[src/hdl/f2h_pkg.sv]
`timescale 1ns / 1ps
package f2h_pkg;
	localparam logic [30:0] ExpAll    = 31'h7f800000;
	localparam logic [30:0] OvfLimit  = 31'h47800000;
	localparam logic [30:0] NormLimit = 31'h38800000;
	localparam logic [31:0] RebiasAdd = 32'hc8000000;
	localparam logic [31:0] RoundHalf = 32'h00000fff;
	localparam logic [7:0]  DenormBase = 8'd113;
	localparam logic [14:0] Inf16     = 15'h7c00;
	localparam logic [14:0] QNan16    = 15'h7e00;

	function automatic logic [14:0] rne13(input logic [31:0] v);
		logic [31:0] s;
		s = v + RoundHalf + {31'd0, v[13]};
		return s[27:13];
	endfunction
endpackage

[src/hdl/float32_to_float16_convert.sv]
`timescale 1ns / 1ps
// An accepted item passes through the input register, then the result register.
// Throughput: one item per cycle while the receiver takes results; a stalled
// output (out_ready low) holds the input register and drops in_ready.
// Reset (arst_n low, asynchronous) empties both stages; payload is not reset.
module float32_to_float16_convert (
	input  logic        clk,
	input  logic        arst_n,
	input  logic        in_valid,
	output logic        in_ready,
	input  logic [31:0] float_bits,
	output logic        out_valid,
	input  logic        out_ready,
	output logic [15:0] half_bits
);
	logic        v_s1;
	logic [31:0] bits_s1;
	logic        adv_s2;
	logic        adv_s1;
	logic [30:0] mag;
	logic [14:0] res;
	logic [23:0] sig;
	logic [7:0]  sh;
	logic [23:0] shifted;

	assign adv_s2   = v_s1 && (!out_valid || out_ready);
	assign in_ready = !v_s1 || adv_s2;
	assign adv_s1   = in_valid && in_ready;

	always_ff @(posedge clk or negedge arst_n) begin
		if (!arst_n) begin
			v_s1 <= 1'b0;
			out_valid <= 1'b0;
		end else begin
			if (in_ready) v_s1 <= in_valid;
			if (adv_s2) out_valid <= 1'b1;
			else if (out_ready) out_valid <= 1'b0;
		end
	end

	always_ff @(posedge clk) begin
		if (adv_s1) bits_s1 <= float_bits;
		if (adv_s2) half_bits <= {bits_s1[31], res};
	end

	always_comb begin
		mag = bits_s1[30:0];
		sig = {1'b1, mag[22:0]};
		sh = f2h_pkg::DenormBase - mag[30:23];
		shifted = (sh < 8'd24) ? (sig >> sh[4:0]) : 24'd0;
		if (mag > f2h_pkg::ExpAll) res = f2h_pkg::QNan16;
		else if (mag >= f2h_pkg::OvfLimit) res = f2h_pkg::Inf16;
		else if (mag < f2h_pkg::NormLimit) res = f2h_pkg::rne13({8'd0, shifted});
		else res = f2h_pkg::rne13({1'b0, mag} + f2h_pkg::RebiasAdd);
	end
endmodule

[config.mk]
export PLATFORM = sky130hd
export DESIGN_NAME = float32_to_float16_convert
export DESIGN_NICKNAME = d
export VERILOG_FILES = /design/src/hdl/f2h_pkg.sv /design/src/hdl/float32_to_float16_convert.sv
export SDC_FILE = /design/constraint.sdc
export NUM_CORES = 1
export LEC_CHECK = 0
export BUFFER_PORTS_ARGS = -buffer_cell sky130_fd_sc_hd__buf_4
export CAP_MARGIN = 25
export CORE_MARGIN = 1
export CORE_UTILIZATION = 45
export CTS_BUF_LIST = sky130_fd_sc_hd__clkbuf_4 sky130_fd_sc_hd__clkbuf_8 sky130_fd_sc_hd__clkbuf_16
export CTS_CLUSTER_DIAMETER = 80
export DETAILED_ROUTE_END_ITERATION = 10
export PLACE_DENSITY_LB_ADDON = 0.2
export SYNTH_ARGS = -nofsm -noshare
export SYNTH_HDL_FRONTEND = slang
export SYNTH_SLANG_ARGS = --single-unit
[constraint.sdc]
create_clock -name clk -period 3.29 [get_ports clk]
set_input_delay 0.658 -clock clk [delete_from_list [all_inputs] [get_ports clk]]
set_output_delay 0.658 -clock clk [all_outputs]
set_load 0.01 [all_outputs]
==> impl_metrics.yaml <==
status:
  status: "finished clean"
setup_path:
  worstReg2RegStart: "bits_s1[24]"
  critPathArrivalTime_ns: 2.98
  worstRegToRegCells: 10
  crit_path_start_kind: "flop"
  critPathCaptureType: "flop"
  cp_max_fo: 10
  worstPathRequired_ns: 3.34
  crit_path_start: "bits_s1[24]"
  worstSetupPathType: "reg -> reg"
floorplanning:
  die-area_um2: 8840
  core_um2: 8220
  die_y_um: 94.0
  initial_core_util: 0.464
  io_pins: 54
  dieWidth_um: 94.0
  rows: 33
sta:
  min_period_ns: 2.93
  rsz0062_at_grt: "false"
  fin_crit_sh: 0.889
  setup_viol: 0
  finClkSkew_ns: 0.00964
  tns_ns: 0
  final-max-slew-violation-count: 0
  worst_pin_slew_ns: 0.773
  slew_headroom: 0.479
  finalHoldViolations: 0
  fmax_ghz: 0.342
  layout_setup_ws_ns: 0.364
routing:
  ant_nets: 0
  routed_wl_mm: 10.5
  via_count: 3343
  drcViolationCount: 0
  drtIter0Drc: 242
  viasPerCell: 6.08
  firstDrtPassIters: 5
  post_drt_wl_per_cell_um: 19.1
pwr:
  irDropWorstVdd_mv: 0.204
  leakage_nw: 1.73
  power_mw: 1.71
  p_per_area_nw_per_um2: 379
synth:
  post_synth.cell_area_avg_um2: 9.95
  synthSimpleGateAreaFrac: 0.198
  synth_top_family_by_area: "simple AND/OR/NAND/NOR gates"
  synth_area_um2: 3810
  seq_area_frac_synth: 0.391
  ys_seq_elements: 50
  ys.flop_type: "edfxtp_1"
  synthAdderAreaFrac: 0.00920
  synthXorXnorAreaFrac: 0.0621
  synth_cells: 383
  yosys-mux-area-fraction: 0.157
  synth_cell_type_count: 65
  synthesis.nets: 421
  yosysWarnings: 0
  synth_compound_area_frac: 0.137
  async_flop_share: 0.0400
  synth_edf_count: 48
global_route:
  grt_pass1_wl_mm: 16.7
  grt_pass1_vias: 3146
  grt_overflow: 0
  grt_antenna_before_repair: 0
  groute.usage.overall: 0.252
  grt_max_degree: 33
clock_tree:
  cts_setup_buffers: 0
  hold_buffers: 0
  cts_max_path_buffers: 2
  cts-root-buf: "clkbuf_8"
  clkTransAtPathRegs_ns: 0.09
  cts_resized: 0
  cts.sinks: 50
  cts_tree: "built"
  clk_latency_ns: 0.31
  cts_buffers: 5
  htree_levels: 2
cells_and_area:
  drive_above_1_share: 0.263
  antennaDiodeCount: 0
  design_area_um2: 4520
  postLayoutCoreUtil: 0.550
  layout.nets: 482
  fill_cells: 754
  final_cell_mix: "82 x buf_4, 50 x nand2_1, 48 x edfxtp_1"
  final_common_cell: "buf_4"
  flow.area_growth_from_synthesis_pct: 18.7
place:
  place.gp.congestion: 1.03
  post-place-ws_ns: 0.428
  placed_area_um2: 4430
  port_buffers: 53
  dpl.hpwl_mm: 7.96
min_path:
  hp-class: "in -> async"
run:
  max_cap_viol_count: 0
-- sequential cells by signal (all words and copies together), names as in the netlist --
register   flops
half_bits     16
out_valid      1
v_s1           1
bits_s1       32
-- cell families (layout without fill, tap and decap cells) --
logic type / after synthesis / after routing
AOI/OAI and AO/OA: 77 / 77
adders and majority gates: 3 / 3
and+or+nand+nor: 146 / 146
DFF: 50 / 50
buffers and inverters: 36 / 98
xor gates and xnor gates: 27 / 27
muxes: 44 / 44
-- worst max-delay path, stage by stage, from the launching register on --
cell and delay [ns]:
edfxtp_1 0.37, clkinv_1 0.09, ha_2 0.51, mux4_2 0.29
mux2i_1 0.10, o32ai_1 0.37, and4b_1 0.35, buf_4 0.17
nand4_1 0.09, xnor2_1 0.21, o221ai_1 0.13
-- final timing paths --
check,endpoint,slack [ns]
worst max-delay path,half_bits[9],0.36
worst min-delay path,out_valid,0.11
worst max register to register,half_bits[9],0.36
worst min register to register,half_bits[15],0.43
max in group asynchronous,v_s1,3.08
min in group clk,half_bits[15],0.43
-- power by group --
group	internal, mW	switching, mW
Sequential	0.755	0.0486
Clock	0.179	0.209
Combinational	0.242	0.281
Total	1.18	0.538
-- layer usage --
metal,global-route usage,vias to the layer above,part of all wire,wire length [um]
met5,0,-,0,0
met4,0.0923,0,0.028,291
met3,0.0477,25,0.066,691
met2,0.411,151,0.48,5100
met1,0.330,1594,0.42,4440
li1,-,1573,-,-
-- through the flow --
step,cells,hold slack (ns)
final,550,0.112
after global placement,542,0.404
after floorplan,383,0.362
after CTS,550,0.106
after detailed placement,542,0.408
after global routing,550,0.103
-- cell usage after synthesis, types with 4 or more instances --
library cell,count,share of area
a21oi_1,18,0.024
and2_1,5,0.0082
and3_1,4,0.0066
buf_2,8,0.011
clkbuf_1,14,0.014
edfxtp_1,48,0.38
inv_1,7,0.0069
mux2_2,6,0.018
mux2i_1,26,0.068
mux4_2,12,0.071
nand2_1,50,0.049
nand2b_1,7,0.011
nand3_1,14,0.018
nand3b_1,5,0.0099
nand4_1,11,0.018
nor2_1,17,0.017
nor2b_1,4,0.0066
nor3_1,8,0.011
nor4_1,7,0.011
o21ai_0,20,0.026
o22ai_1,4,0.0066
xnor2_1,20,0.046
xor2_1,7,0.016
-- area by class of cell --
cell class,count,area (um2),area share
well taps,105,131,0.0291
clock inverters,1,5.00,0.00111
repair buffers,82,616,0.136
inverters,8,30.0,0.00664
multi-input cells,297,2160,0.477
clock buffers,7,90.1,0.0199
flip-flops and latches,50,1490,0.330
(Power assumes the default switching activity.)
